<file path="src/rtl/core/assert_macros.svh">
// Assertion helpers shared by the RTL. Clocked on i_clk, masked during reset.
`ifndef ASSERT_MACROS_SVH
`define ASSERT_MACROS_SVH

// Property that must hold at every edge outside reset.
`define ASSERT_CLK(label, prop, msg) \
    label: assert property (@(posedge i_clk) disable iff (!i_rst_n) (prop)) \
        else $error(msg);

// Antecedent in one cycle implies consequent in the next.
`define ASSERT_NEXT(label, ante, cons, msg) \
    label: assert property (@(posedge i_clk) disable iff (!i_rst_n) \
        (ante) |=> (cons)) else $error(msg);

`endif

</file>
<file path="src/rtl/core/nic_pkg.sv">
`timescale 1ns / 1ps
// ----------------------------------------------------------------------------
// nic_pkg
// Widths, FSM states and controller/datapath interface types for the
// threshold crossing interpolation unit.
// ----------------------------------------------------------------------------
package nic_pkg;

    localparam int VALUE_W   = 32;               // signed Q16.16
    localparam int GRAD_W    = 2;
    localparam int OCC_W     = 8;
    localparam int COUNT_W   = OCC_W;
    localparam int MAG_W     = VALUE_W + 1;      // magnitude of a difference
    localparam int STEP_W    = $clog2(MAG_W);

    localparam int IN_FIELDS_W = 3 * VALUE_W + GRAD_W + OCC_W;
    localparam int IN_TDATA_W  = ((IN_FIELDS_W + 7) / 8) * 8;
    localparam int OUT_TDATA_W = ((VALUE_W + 7) / 8) * 8;

    localparam logic [COUNT_W-1:0] COUNT_MAX = {COUNT_W{1'b1}};

    typedef enum logic [2:0] {
        S_IDLE,
        S_EVAL,
        S_DIV,
        S_FIN,
        S_EMIT
    } t_state;

    typedef struct packed {
        logic load;      // capture input beat
        logic eval;      // crossing test, count and previous-value update
        logic fin;       // write held result from divider
        logic emit;      // move held result to output register
    } t_dp_cmd;

    typedef struct packed {
        logic hit;       // this level reaches the wanted crossing
        logic last;      // captured level closes the column
        logic div_busy;
        logic out_free;  // output register can take a beat
    } t_dp_sts;

endpackage

</file>
<file path="src/rtl/core/nic_muldiv.sv">
`timescale 1ns / 1ps
// ----------------------------------------------------------------------------
// nic_muldiv
// Bit-serial round(a * b / d) for b < d: one bit of a per cycle, remainder
// kept below d, halves rounded up.
// ----------------------------------------------------------------------------
module nic_muldiv
    import nic_pkg::*;
(
    input  logic             i_clk,
    input  logic             i_rst_n,
    input  logic             i_start,
    input  logic [MAG_W-1:0] i_a,
    input  logic [MAG_W-1:0] i_b,
    input  logic [MAG_W-1:0] i_d,
    output logic             o_busy,
    output logic [MAG_W:0]   o_quot
);

    logic              r_busy;
    logic [STEP_W-1:0] r_step;
    logic [MAG_W-1:0]  r_a;
    logic [MAG_W-1:0]  r_b;
    logic [MAG_W-1:0]  r_d;
    logic [MAG_W-1:0]  r_r;
    logic [MAG_W:0]    r_q;

    logic [MAG_W-1:0]  n_r;
    logic [MAG_W:0]    n_q;
    logic [MAG_W+1:0]  sum;
    logic [MAG_W+1:0]  d1;
    logic [MAG_W+1:0]  d2;
    logic [1:0]        qd;
    logic              rnd;

    // 2r + b < 3d, so at most 2d comes off in one step
    always_comb begin
        sum = {1'b0, r_r, 1'b0} + (r_a[MAG_W-1] ? {2'b00, r_b} : '0);
        d1  = {2'b00, r_d};
        d2  = {1'b0, r_d, 1'b0};
        if (sum >= d2) begin
            n_r = MAG_W'(sum - d2);
            qd  = 2'd2;
        end else if (sum >= d1) begin
            n_r = MAG_W'(sum - d1);
            qd  = 2'd1;
        end else begin
            n_r = sum[MAG_W-1:0];
            qd  = 2'd0;
        end
        n_q = {r_q[MAG_W-1:0], 1'b0} + {{(MAG_W-1){1'b0}}, qd};
    end

    always_ff @(posedge i_clk) begin
        if (!i_rst_n) begin
            r_busy <= 1'b0;
            r_step <= '0;
        end else if (i_start) begin
            r_busy <= 1'b1;
            r_step <= '0;
        end else if (r_busy) begin
            r_step <= r_step + 1'b1;
            if (r_step == STEP_W'(MAG_W - 1)) begin
                r_busy <= 1'b0;
            end
        end
    end

    always_ff @(posedge i_clk) begin
        if (i_start) begin
            r_a <= i_a;
            r_b <= i_b;
            r_d <= i_d;
            r_r <= '0;
            r_q <= '0;
        end else if (r_busy) begin
            r_a <= {r_a[MAG_W-2:0], 1'b0};
            r_r <= n_r;
            r_q <= n_q;
        end
    end

    assign rnd    = {r_r, 1'b0} >= {1'b0, r_d};
    assign o_busy = r_busy;
    assign o_quot = r_q + {{MAG_W{1'b0}}, rnd};

endmodule

</file>
<file path="src/rtl/core/nic_datapath.sv">
`timescale 1ns / 1ps
// ----------------------------------------------------------------------------
// nic_datapath
// Input capture, crossing test, crossing count, held result and output
// register; drives the serial multiply-divide for the interpolation.
// ----------------------------------------------------------------------------
module nic_datapath
    import nic_pkg::*;
(
    input  logic                      i_clk,
    input  logic                      i_rst_n,
    input  t_dp_cmd                   i_cmd,
    output t_dp_sts                   o_sts,
    input  logic                      i_first_level,
    input  logic                      i_last_level,
    input  logic signed [VALUE_W-1:0] i_iso_value,
    input  logic signed [VALUE_W-1:0] i_field_value,
    input  logic signed [VALUE_W-1:0] i_threshold,
    input  logic signed [GRAD_W-1:0]  i_grad_sign,
    input  logic        [OCC_W-1:0]   i_occurrence,
    input  logic                      i_m_ready,
    output logic                      o_m_valid,
    output logic signed [VALUE_W-1:0] o_crossing_value,
    output logic                      o_found
);

    // captured beat
    logic                      r_first;
    logic                      r_last;
    logic signed [VALUE_W-1:0] r_iso;
    logic signed [VALUE_W-1:0] r_fld;
    logic signed [VALUE_W-1:0] r_thr;
    logic signed [GRAD_W-1:0]  r_grad;
    logic        [OCC_W-1:0]   r_occ;

    // column state
    logic signed [VALUE_W-1:0] r_prev_iso;
    logic signed [VALUE_W-1:0] r_prev_fld;
    logic        [COUNT_W-1:0] r_count;
    logic signed [VALUE_W-1:0] r_held;
    logic                      r_held_found;

    // interpolation operands
    logic signed [VALUE_W-1:0] r_base;
    logic                      r_neg;

    // output register
    logic                      r_out_valid;
    logic signed [VALUE_W-1:0] r_out_value;
    logic                      r_out_found;

    logic                      rising;
    logic                      falling;
    logic                      dir_ok;
    logic                      cnt_ok;
    logic                      step;
    logic        [COUNT_W-1:0] cnt_inc;
    logic                      hit;
    logic signed [MAG_W-1:0]   df;
    logic signed [MAG_W-1:0]   dt;
    logic signed [MAG_W-1:0]   di;
    logic        [MAG_W-1:0]   mag_df;
    logic        [MAG_W-1:0]   mag_dt;
    logic        [MAG_W-1:0]   mag_di;
    logic                      div_busy;
    logic        [MAG_W:0]     inc;
    logic signed [MAG_W:0]     base_x;
    logic        [MAG_W:0]     interp;

    always_comb begin
        rising  = (r_prev_iso <= r_thr) && (r_thr < r_iso);
        falling = (r_prev_iso >= r_thr) && (r_thr > r_iso);
        dir_ok  = (r_grad == '0) || (!r_grad[GRAD_W-1] && rising)
                  || (r_grad[GRAD_W-1] && falling);
        cnt_ok  = (r_count < r_occ) && (r_count != COUNT_MAX);
        step    = !r_first && (rising || falling) && dir_ok && cnt_ok;
        cnt_inc = r_count + 1'b1;
        hit     = step && (cnt_inc == r_occ);

        df = MAG_W'(r_fld) - MAG_W'(r_prev_fld);
        dt = MAG_W'(r_thr) - MAG_W'(r_prev_iso);
        di = MAG_W'(r_iso) - MAG_W'(r_prev_iso);
        mag_df = df[MAG_W-1] ? MAG_W'(-df) : df;
        mag_dt = dt[MAG_W-1] ? MAG_W'(-dt) : dt;
        mag_di = di[MAG_W-1] ? MAG_W'(-di) : di;

        base_x = {{2{r_base[VALUE_W-1]}}, r_base};
        interp = r_neg ? (base_x - inc) : (base_x + inc);
    end

    nic_muldiv u_muldiv (
        .i_clk   (i_clk),
        .i_rst_n (i_rst_n),
        .i_start (i_cmd.eval && hit),
        .i_a     (mag_df),
        .i_b     (mag_dt),
        .i_d     (mag_di),
        .o_busy  (div_busy),
        .o_quot  (inc)
    );

    always_ff @(posedge i_clk) begin
        if (i_cmd.load) begin
            r_first <= i_first_level;
            r_last  <= i_last_level;
            r_iso   <= i_iso_value;
            r_fld   <= i_field_value;
            r_thr   <= i_threshold;
            r_grad  <= i_grad_sign;
            r_occ   <= i_occurrence;
        end
        if (i_cmd.eval && hit) begin
            r_base <= r_prev_fld;
            r_neg  <= df[MAG_W-1];
        end
        if (i_cmd.emit) begin
            r_out_value <= r_held_found ? r_held : '0;
            r_out_found <= r_held_found;
        end
    end

    always_ff @(posedge i_clk) begin
        if (!i_rst_n) begin
            r_prev_iso   <= '0;
            r_prev_fld   <= '0;
            r_count      <= '0;
            r_held       <= '0;
            r_held_found <= 1'b0;
            r_out_valid  <= 1'b0;
        end else begin
            if (i_cmd.eval) begin
                r_prev_iso <= r_iso;
                r_prev_fld <= r_fld;
                if (r_first) begin
                    r_count      <= '0;
                    r_held       <= '0;
                    r_held_found <= 1'b0;
                end else if (step) begin
                    r_count <= cnt_inc;
                end
            end
            if (i_cmd.fin) begin
                r_held       <= interp[VALUE_W-1:0];
                r_held_found <= 1'b1;
            end
            if (i_cmd.emit) begin
                r_count      <= '0;
                r_held       <= '0;
                r_held_found <= 1'b0;
                r_out_valid  <= 1'b1;
            end else if (i_m_ready) begin
                r_out_valid <= 1'b0;
            end
        end
    end

    always_comb begin
        o_sts.hit      = hit;
        o_sts.last     = r_last;
        o_sts.div_busy = div_busy;
        o_sts.out_free = !r_out_valid || i_m_ready;
    end

    assign o_m_valid        = r_out_valid;
    assign o_crossing_value = r_out_value;
    assign o_found          = r_out_found;

endmodule

</file>
<file path="src/rtl/core/nic_ctrl.sv">
`timescale 1ns / 1ps
// ----------------------------------------------------------------------------
// nic_ctrl
// Sequencer: accept a level, evaluate it, wait out the interpolation when
// the wanted crossing is hit, and hand the column result to the output.
// ----------------------------------------------------------------------------
module nic_ctrl
    import nic_pkg::*;
(
    input  logic    i_clk,
    input  logic    i_rst_n,
    input  logic    i_s_valid,
    output logic    o_s_ready,
    input  t_dp_sts i_sts,
    output t_dp_cmd o_cmd
);

    t_state r_state;
    t_state n_state;

    always_ff @(posedge i_clk) begin
        if (!i_rst_n) begin
            r_state <= S_IDLE;
        end else begin
            r_state <= n_state;
        end
    end

    always_comb begin
        n_state   = r_state;
        o_s_ready = 1'b0;
        o_cmd     = '0;
        case (r_state)
            S_IDLE: begin
                o_s_ready  = 1'b1;
                o_cmd.load = i_s_valid;
                if (i_s_valid) begin
                    n_state = S_EVAL;
                end
            end
            S_EVAL: begin
                o_cmd.eval = 1'b1;
                if (i_sts.hit) begin
                    n_state = S_DIV;
                end else if (i_sts.last) begin
                    n_state = S_EMIT;
                end else begin
                    n_state = S_IDLE;
                end
            end
            S_DIV: begin
                if (!i_sts.div_busy) begin
                    n_state = S_FIN;
                end
            end
            S_FIN: begin
                o_cmd.fin = 1'b1;
                n_state   = i_sts.last ? S_EMIT : S_IDLE;
            end
            S_EMIT: begin
                // wait for the output register to drain
                if (i_sts.out_free) begin
                    o_cmd.emit = 1'b1;
                    n_state    = S_IDLE;
                end
            end
            default: begin
                n_state = S_IDLE;
            end
        endcase
    end

endmodule

</file>
<file path="src/rtl/core/nth_isosurface_crossing_interp_unit.sv">
`timescale 1ns / 1ps
// ----------------------------------------------------------------------------
// nth_isosurface_crossing_interp_unit
// Nth threshold crossing along a grid column with linear interpolation.
// ----------------------------------------------------------------------------
// Usage:
//   s_axis carries one level per beat in search order; tuser marks the first
//   level of a column, tlast the last. m_axis returns one beat per column
//   after its last level: interpolated value in tdata, found flag in tuser
//   (value is zero when not found).
//   An ordinary level is captured and then evaluated. The level that
//   reaches the wanted crossing also waits for the bit-serial
//   multiply-divide (one quotient bit per cycle over 33 magnitude bits) and
//   then writes back. A last level also loads the output register.
//   Reset clears previous values, count, held result and the output valid
//   flag. A finished result waits in the output register while the next
//   column streams in; if the receiver stalls and another result is due,
//   input is held off until the output register drains.
// ----------------------------------------------------------------------------
`include "assert_macros.svh"

module nth_isosurface_crossing_interp_unit
    import nic_pkg::*;
(
    input  logic                   i_clk,
    input  logic                   i_rst_n,
    input  logic                   s_axis_tvalid,
    output logic                   s_axis_tready,
    // iso_value, field_value, threshold, grad_sign, occurrence, zero pad
    input  logic [IN_TDATA_W-1:0]  s_axis_tdata,
    // first_level
    input  logic [0:0]             s_axis_tuser,
    input  logic                   s_axis_tlast,
    output logic                   m_axis_tvalid,
    input  logic                   m_axis_tready,
    // crossing_value
    output logic [OUT_TDATA_W-1:0] m_axis_tdata,
    // found
    output logic [0:0]             m_axis_tuser
);

    localparam int FLD_LO = VALUE_W;
    localparam int THR_LO = 2 * VALUE_W;
    localparam int GRD_LO = 3 * VALUE_W;
    localparam int OCC_LO = GRD_LO + GRAD_W;

    t_dp_cmd                   cmd;
    t_dp_sts                   sts;
    logic signed [VALUE_W-1:0] crossing_value;
    logic                      found;

    nic_ctrl u_ctrl (
        .i_clk     (i_clk),
        .i_rst_n   (i_rst_n),
        .i_s_valid (s_axis_tvalid),
        .o_s_ready (s_axis_tready),
        .i_sts     (sts),
        .o_cmd     (cmd)
    );

    nic_datapath u_datapath (
        .i_clk            (i_clk),
        .i_rst_n          (i_rst_n),
        .i_cmd            (cmd),
        .o_sts            (sts),
        .i_first_level    (s_axis_tuser[0]),
        .i_last_level     (s_axis_tlast),
        .i_iso_value      (s_axis_tdata[VALUE_W-1:0]),
        .i_field_value    (s_axis_tdata[FLD_LO +: VALUE_W]),
        .i_threshold      (s_axis_tdata[THR_LO +: VALUE_W]),
        .i_grad_sign      (s_axis_tdata[GRD_LO +: GRAD_W]),
        .i_occurrence     (s_axis_tdata[OCC_LO +: OCC_W]),
        .i_m_ready        (m_axis_tready),
        .o_m_valid        (m_axis_tvalid),
        .o_crossing_value (crossing_value),
        .o_found          (found)
    );

    assign m_axis_tdata = OUT_TDATA_W'(unsigned'(crossing_value));
    assign m_axis_tuser = found;

    `ASSERT_NEXT(a_one_beat_at_a_time, s_axis_tvalid && s_axis_tready, !s_axis_tready,
        "input accepted again while a level is in flight")
    `ASSERT_CLK(a_missing_is_zero, (m_axis_tvalid && !m_axis_tuser[0]) |-> (m_axis_tdata == '0),
        "missing result carries a nonzero value")
    `ASSERT_NEXT(a_div_starts, cmd.eval && sts.hit, sts.div_busy,
        "interpolation divider did not start on a hit")

endmodule

</file>
<file path="config.mk">
export PLATFORM = sky130hd
export DESIGN_NAME = nth_isosurface_crossing_interp_unit
export DESIGN_NICKNAME = d
export VERILOG_FILES = /design/src/rtl/core/nic_pkg.sv /design/src/rtl/core/nic_muldiv.sv /design/src/rtl/core/nic_datapath.sv /design/src/rtl/core/nic_ctrl.sv /design/src/rtl/core/nth_isosurface_crossing_interp_unit.sv
export VERILOG_INCLUDE_DIRS = /design/src /design/src/rtl/core
export SDC_FILE = /design/constraint.sdc
export NUM_CORES = 1
export LEC_CHECK = 0
export ABC_AREA = 1
export BUFFER_PORTS_ARGS = -buffer_cell sky130_fd_sc_hd__buf_2
export CAP_MARGIN = 10
export CORE_MARGIN = 3
export CORE_UTILIZATION = 45
export CTS_CLUSTER_SIZE = 28
export DETAILED_ROUTE_END_ITERATION = 6
export PLACE_DENSITY_LB_ADDON = 0.08
export SLEW_MARGIN = 10
export SYNTH_ARGS = -nofsm -noshare
export SYNTH_HDL_FRONTEND = slang
export SYNTH_SLANG_ARGS = --single-unit
</file>
<file path="constraint.sdc">
create_clock -name i_clk -period 11.81 [get_ports i_clk]
set_input_delay 2.362 -clock i_clk [delete_from_list [all_inputs] [get_ports i_clk]]
set_output_delay 2.362 -clock i_clk [all_outputs]
set_load 0.02 [all_outputs]
</file>
-- Yosys cells after proc, flatten, opt, wreduce, memory -nomap -nowiden
Cells that the tools add are included.
- $add $sub $neg: 15
- magnitude comparators: 8
- eq/ne operators: 10
- multiplexer cells: 36
- bitwise gates (word level): 1
- reduce and logical (&&, ||, !) cells: 29
- operators by type and width (kind ; count):
    $mux W33 ; 6
    $mux W32 ; 6
    $neg A33 Y33 ; 3
    $sub A32 B32 Y33 ; 3
    $sub A33 B33 Y33 ; 2
    $add A34 B33 Y35 ; 1
    $ge A35 B33 Y1 ; 1
    $ge A35 B34 Y1 ; 1
    $ge A34 B33 Y1 ; 1
    $add A32 B1 Y32 ; 1
    $add A32 B2 Y32 ; 1
    $add A32 B32 Y32 ; 1
    $ge A32 B32 Y1 ; 1
    $gt A32 B32 Y1 ; 1
    $le A32 B32 Y1 ; 1
    $lt A32 B32 Y1 ; 1
    $sub A32 B32 Y32 ; 1
    $mux W8 ; 2
    $mux W1 ; 15
    $mux W3 ; 5
    $pmux W3 S5 ; 1
    $logic_and A1 B1 Y1 ; 10
    $reduce_bool A2 Y1 ; 5
    $add A8 B1 Y8 const B ; 1
    18 further kinds ; 28
- bits in registers: 454
- input bits: 118
- output and inout bits: 35
- word-level logic and storage cells: 126

-- Depth between registers and ports, before layout
- depth in word-level cells: 10
- mapped depth: 39
- depth with buffers taken out: 39

-- Cells and area by module
Synthesis repeated with hierarchy kept, for this count alone.
- cell total of the unflattened synthesis: 5555
- area total of the unflattened synthesis: 38089.0 µm²
- by module, submodules not included (module ; times used ; cells an instance ; area each (µm²) ; sequential area each (µm²)):
    nic_datapath ; 1 ; 3241 ; 22604.2 ; 7347.0
    nic_muldiv ; 1 ; 2287 ; 15313.4 ; 4454.3
    nic_ctrl ; 1 ; 27 ; 171.4 ; 60.1

-- Worst setup path after synthesis
OpenSTA, ideal clock, no wires.
- path kind: input -> register
- start point: input s_axis_tvalid
- end point: register u_datapath.r_first (enable)
- data arrival time: 9.662 ns
- data required time: 11.103 ns
- setup slack: 1.441 ns
- cell stages on the path: 2
- buffers on the path: 0
- path through: inv_1 nor3_1
- RTL lines (what ; RTL line ; text):
    start, declared ; nth_isosurface_crossing_interp_unit.sv:27 ; input logic s_axis_tvalid,
    end signal, assigned ; nic_datapath.sv:104 ; r_first <= i_first_level;
    end, declared ; nic_datapath.sv:28 ; logic r_first;

-- Worst setup path in the final report
- start point: register u_datapath.u_muldiv.r_a[32]
- end point: register u_datapath.u_muldiv.r_q[28]
- longest elaborated chain between the ends: 6
- elaborated cells on any way between the ends: 7
- those cells by class: add/sub: 2; order compare: 2; mux: 3
- RTL lines (what ; RTL line ; text):
    start, declared ; nic_muldiv.sv:22 ; logic [MAG_W-1:0] r_a;
    start signal, assigned ; nic_muldiv.sv:71 ; r_a <= i_a;
    start signal, assigned ; nic_muldiv.sv:77 ; r_a <= {r_a[MAG_W-2:0], 1'b0};
    $mux W33 (*) ; nic_muldiv.sv:38 ; sum = {1'b0, r_r, 1'b0} + (r_a[MAG_W-1] ? {2'b00, r_b} : '0);
    $add A34 B33 Y35 (*) ; nic_muldiv.sv:38 ;
    $ge A35 B33 Y1 ; nic_muldiv.sv:44 ; end else if (sum >= d1) begin
    $mux W1 ; nic_muldiv.sv:44 ;
    $mux W2 (*) ; nic_muldiv.sv:41 ; if (sum >= d2) begin
    $add A32 B2 Y32 (*) ; nic_muldiv.sv:51 ; n_q = {r_q[MAG_W-1:0], 1'b0} + {{(MAG_W-1){1'b0}}, qd};
    end signal, assigned ; nic_muldiv.sv:79 ; r_q <= n_q;
    end, declared ; nic_muldiv.sv:26 ; logic [MAG_W:0] r_q;
Mark *: on every way between the ends. The rest lies on a longest branch, timed or not.
A chain may end at the register's enable or synchronous reset.

==> out/qor.log <==
qor: outcome.result_of_the_run finished, final reports clean
qor: place.cell_area_after_placement 38500 sq um
qor: timing.tns_setup 0 ns
qor: die.num_io_pins 153
qor: timing.worst_margin_pin_slew 1.11 ns
qor: clock_tree.cts_max_path_buffers 3
qor: pwr.total_leakage_power 18.8 nW
qor: timing.finalClockSkew 0.0702 ns
qor: die.rows 104
qor: place.dpl.cell_count 6367
qor: place.numPortBuffers 146
qor: detailed_routing.initial_detailed_routing_violation_count 2441
qor: worst_setup_path.critical_path_required 12.31 ns
qor: worst_setup_path.worstSetupPathType reg2reg
qor: detailed_routing.detail_route.vias_per_cell 5.24
qor: global_route.grt_pass1_wl 174 mm
qor: global_route.pin_count_of_the_biggest_net_entering_global_routing 96
qor: worst_setup_path.crit_path_start u_datapath.u_muldiv.r_a[32]$_DFFE_PP_
qor: timing.timing.slew.headroom 26.1%
qor: place.place.gp.congestion 0.957
qor: worst_setup_path.cp_data_arrival_time 7.43 ns
qor: clock_tree.clock_h_tree_levels 2
qor: worst_setup_path.worstPathMaxFanout 34
qor: worst_setup_path.slowest_delay 0.62 ns
qor: clock_tree.clk_pin_slew 0.06 ns
qor: global_route.grt_pass1_vias 32100
qor: final_layout.finish.utilization 49.9%
qor: detailed_routing.via_count 33900
qor: final_layout.stdcell_area 40300 sq um
qor: clock_tree.tritoncts yes
qor: die.die_x 292 um
qor: worst_setup_path.critPathSlowestCell sky130_fd_sc_hd__nor4_1
qor: final_layout.final_layout_size_suffix_gt1_share 5.99%
qor: die.start_util 45.5%
qor: timing.fmax 0.144 GHz
qor: global_route.overflow 0
qor: hold_path.hold_path_class reg2reg
qor: yosys.most_instantiated_flip_flop_cell_in_the_synthesis_netlist sky130_fd_sc_hd__edfxtp_1
qor: timing.post-route-min-period 6.93 ns
qor: timing.setup_slack 4.88 ns
qor: pwr.power 6.04 mW
qor: yosys.synthesis.area_per_instance 7.01 sq um
qor: clock_tree.postCtsSetupBuffers 0
qor: detailed_routing.detailedRoute.firstPassIterationCount 6
qor: worst_setup_path.rrSetupSlack 4.88 ns
qor: die.die-height 292 um
qor: yosys.syn-instance-count 5241
qor: yosys.synth-warning-count 0
qor: yosys.synth-async-reset-ratio 0%
qor: clock_tree.cts_root_buffer sky130_fd_sc_hd__clkbuf_16
qor: worst_setup_path.worst_setup_path_endpoint u_datapath.u_muldiv.r_q[28]$_SDFFE_PP0P_
qor: clock_tree.cts_buffers 52
qor: worst_setup_path.critical_path.startpoint_type flip-flop
qor: final_layout.post_layout_net_count 5795
qor: detailed_routing.drtAntennaViolNets 0
qor: clock_tree.cts_sinks 454
qor: worst_setup_path.critical_path.reg2reg.endpoint u_datapath.u_muldiv.r_q[28]$_SDFFE_PP0P_
qor: detailed_routing.route.detailed.drc 0
qor: worst_setup_path.rr_startpoint u_datapath.u_muldiv.r_a[32]$_DFFE_PP_
qor: pwr.ir_drop 116 uV
qor: timing.rsz0062_at_grt no
qor: yosys.ys_seq_elements 454
qor: yosys.netlist_area 36700 sq um
qor: place.post-place-ws 4.88 ns
qor: detailed_routing.totalWireLength 110 mm
qor: run.cap_viol_max_count 0
qor: pwr.pwrdens 150 nW/um^2
qor: yosys.ys_seq_area_share 32.2%
qor: place.place_hpwl 89.3 mm
qor: yosys.mappedNetlistNets 5675
qor: timing.timing.final.max_slew_violations 0
qor: clock_tree.cts-hold-fix-buffers 0
qor: final_layout.stdcell_count 6470
qor: yosys.netlist-cell-type-count 55
qor: detailed_routing.average_wire_per_cell_in_the_routed_design 17.0 um
qor: timing.setup_viol 0
qor: global_route.grt_use_total 25.4%
qor: worst_setup_path.worstRegToRegCells 36
qor: final_layout.areaGrowthSynthToFinish 9.75%
qor: timing.hold_violation_count_in_the_final_report 0
qor: die.fp.coreArea 80700 sq um
qor: timing.hold-worst-slack 0.423 ns
qor: worst_setup_path.crit_top_cell sky130_fd_sc_hd__nand2_1
qor: global_route.grt_antenna_before_repair 6
qor: timing.fin_crit_sh 58.7%
qor: die.floorplan.die_area 85100 sq um
qor: clock_tree.clk_latency 0.64 ns
qor: yosys.count_of_flip_flops_with_a_built_in_enable_after_synthesis 273
qor: clock_tree.cts-resized-gates 0
qor: worst_setup_path.worst_setup_path_end_kind flip-flop
[registers in the layout, indices dropped and copies added (netlist names), 8 cells and up]
signal	count
u_datapath.u_muldiv.r_d	33
u_datapath.u_muldiv.r_r	33
u_datapath.o_crossing_value	32
u_datapath.r_iso	32
u_datapath.u_muldiv.r_q	32
u_datapath.r_occ	8
u_datapath.r_base	32
u_datapath.r_prev_iso	32
u_datapath.r_fld	32
u_datapath.r_prev_fld	32
u_datapath.r_count	8
u_datapath.u_muldiv.r_a	33
u_datapath.r_held	32
u_datapath.r_thr	32
u_datapath.u_muldiv.r_b	33
[logic make-up (layout without fill, tap and decap cells)]
logic type                 Yosys count  count (layout)  synth area share (%)
xor gates and xnor gates           293             293                  7.01
and+or+nand+nor                   2443            2443                  27.8
buffers and inverters              830             994                  8.69
AOI/OAI and AO/OA                  905             905                  13.4
other                                0               5                     0
adders and majority gates          316             316                  10.9
DFF                                454             454                  32.2
[how the worst min path moves through the flow]
stage / endpoint / slack, ns / from / depth (start not counted)
2_1_floorplan: u_datapath.o_found$_DFFE_PP_ / 0.41 / u_datapath.r_held_found$_SDFFE_PP0P_ / 0
3_3_place_gp: u_datapath.r_base[22]$_DFFE_PP_ / 0.41 / u_datapath.r_prev_fld[22]$_SDFFE_PN0P_ / 0
3_5_place_dp: u_datapath.r_base[16]$_DFFE_PP_ / 0.42 / u_datapath.r_prev_fld[16]$_SDFFE_PN0P_ / 0
4_1_cts: u_datapath.r_base[7]$_DFFE_PP_ / 0.43 / u_datapath.r_prev_fld[7]$_SDFFE_PN0P_ / 0
5_1_grt: u_datapath.r_base[7]$_DFFE_PP_ / 0.44 / u_datapath.r_prev_fld[7]$_SDFFE_PN0P_ / 0
6_report: u_datapath.r_base[7]$_DFFE_PP_ / 0.42 / u_datapath.r_prev_fld[7]$_SDFFE_PN0P_ / 0
[Yosys cell counts (84+ instances only)]
cell / number / area (sq um)
sky130_fd_sc_hd__a21oi_1: 464 / 2320
sky130_fd_sc_hd__dfxtp_1: 181 / 3620
sky130_fd_sc_hd__edfxtp_1: 273 / 8200
sky130_fd_sc_hd__ha_1: 309 / 3870
sky130_fd_sc_hd__inv_1: 713 / 2680
sky130_fd_sc_hd__nand2_1: 1366 / 5130
sky130_fd_sc_hd__nand3_1: 313 / 1570
sky130_fd_sc_hd__nand4_1: 84 / 526
sky130_fd_sc_hd__nor2_1: 499 / 1870
sky130_fd_sc_hd__o21ai_0: 256 / 1280
sky130_fd_sc_hd__xnor2_1: 84 / 736
sky130_fd_sc_hd__xor2_1: 208 / 1820
[worst max-delay path, delay by kind of cell, from the launching register on]
kind | cells | cell delay [ns]
compound gates | 4 | 0.72
xor+xnor | 2 | 0.34
fa+ha+maj | 4 | 1.31
buf+inv | 5 | 0.86
flops | 1 | 0.36
simple gates | 21 | 3.20
[routing by layer]
layer	GRT usage [%]	vias up	routed length [um]
met3	3.21	125	6080
met4	5.48	4	2310
met2	38.3	783	45100
li1	-	17600	-
met5	0	-	18
met1	38.7	15400	56300
[layout by cell type (no fill, tap or decap), types with 6 or more instances in the layout]
| cell type | count |
|---|---|
| sky130_fd_sc_hd__nor2_1 | 496 |
| sky130_fd_sc_hd__o221ai_1 | 6 |
| sky130_fd_sc_hd__nor4_1 | 18 |
| sky130_fd_sc_hd__xor2_1 | 208 |
| sky130_fd_sc_hd__fa_1 | 7 |
| sky130_fd_sc_hd__buf_2 | 146 |
| sky130_fd_sc_hd__o21ai_2 | 7 |
| sky130_fd_sc_hd__o21ai_0 | 256 |
| sky130_fd_sc_hd__nand2_1 | 1366 |
| sky130_fd_sc_hd__buf_4 | 22 |
| sky130_fd_sc_hd__edfxtp_1 | 273 |
| sky130_fd_sc_hd__a31oi_1 | 19 |
| sky130_fd_sc_hd__nand2_2 | 8 |
| sky130_fd_sc_hd__a21oi_1 | 464 |
| sky130_fd_sc_hd__or2_2 | 23 |
| sky130_fd_sc_hd__ha_1 | 309 |
| sky130_fd_sc_hd__dfxtp_1 | 181 |
| sky130_fd_sc_hd__o211ai_1 | 18 |
| sky130_fd_sc_hd__xnor2_1 | 84 |
| sky130_fd_sc_hd__nand4_1 | 84 |
| sky130_fd_sc_hd__o21bai_1 | 27 |
| sky130_fd_sc_hd__o21a_1 | 16 |
| sky130_fd_sc_hd__clkbuf_1 | 15 |
| sky130_fd_sc_hd__inv_2 | 14 |
| sky130_fd_sc_hd__nor3_1 | 81 |
| sky130_fd_sc_hd__clkinv_2 | 7 |
| sky130_fd_sc_hd__o21ai_1 | 33 |
| sky130_fd_sc_hd__clkbuf_16 | 55 |
| sky130_fd_sc_hd__nand3b_1 | 30 |
| sky130_fd_sc_hd__a21o_1 | 28 |
| sky130_fd_sc_hd__nand3_1 | 313 |
| sky130_fd_sc_hd__inv_1 | 712 |
[final cells by class]
cell class | count | area, sq um
fill | 8330 | 40400
multi-input combinational | 3957 | 21700
sequential | 454 | 11800
inverter | 728 | 2740
clock buffer | 74 | 1480
tap | 1060 | 1330
timing repair buffer | 168 | 896
clock inverter | 24 | 284
antenna | 5 | 12.5
[power breakdown]
part	total, mW	switching, mW	leakage [nW]	internal, mW
logic	2.50	1.68	13.9	0.817
registers	1.90	0.0854	4.05	1.81
clock network	1.65	0.695	0.850	0.953
total	6.04	2.46	18.8	3.58
(Power assumes the default switching activity.)
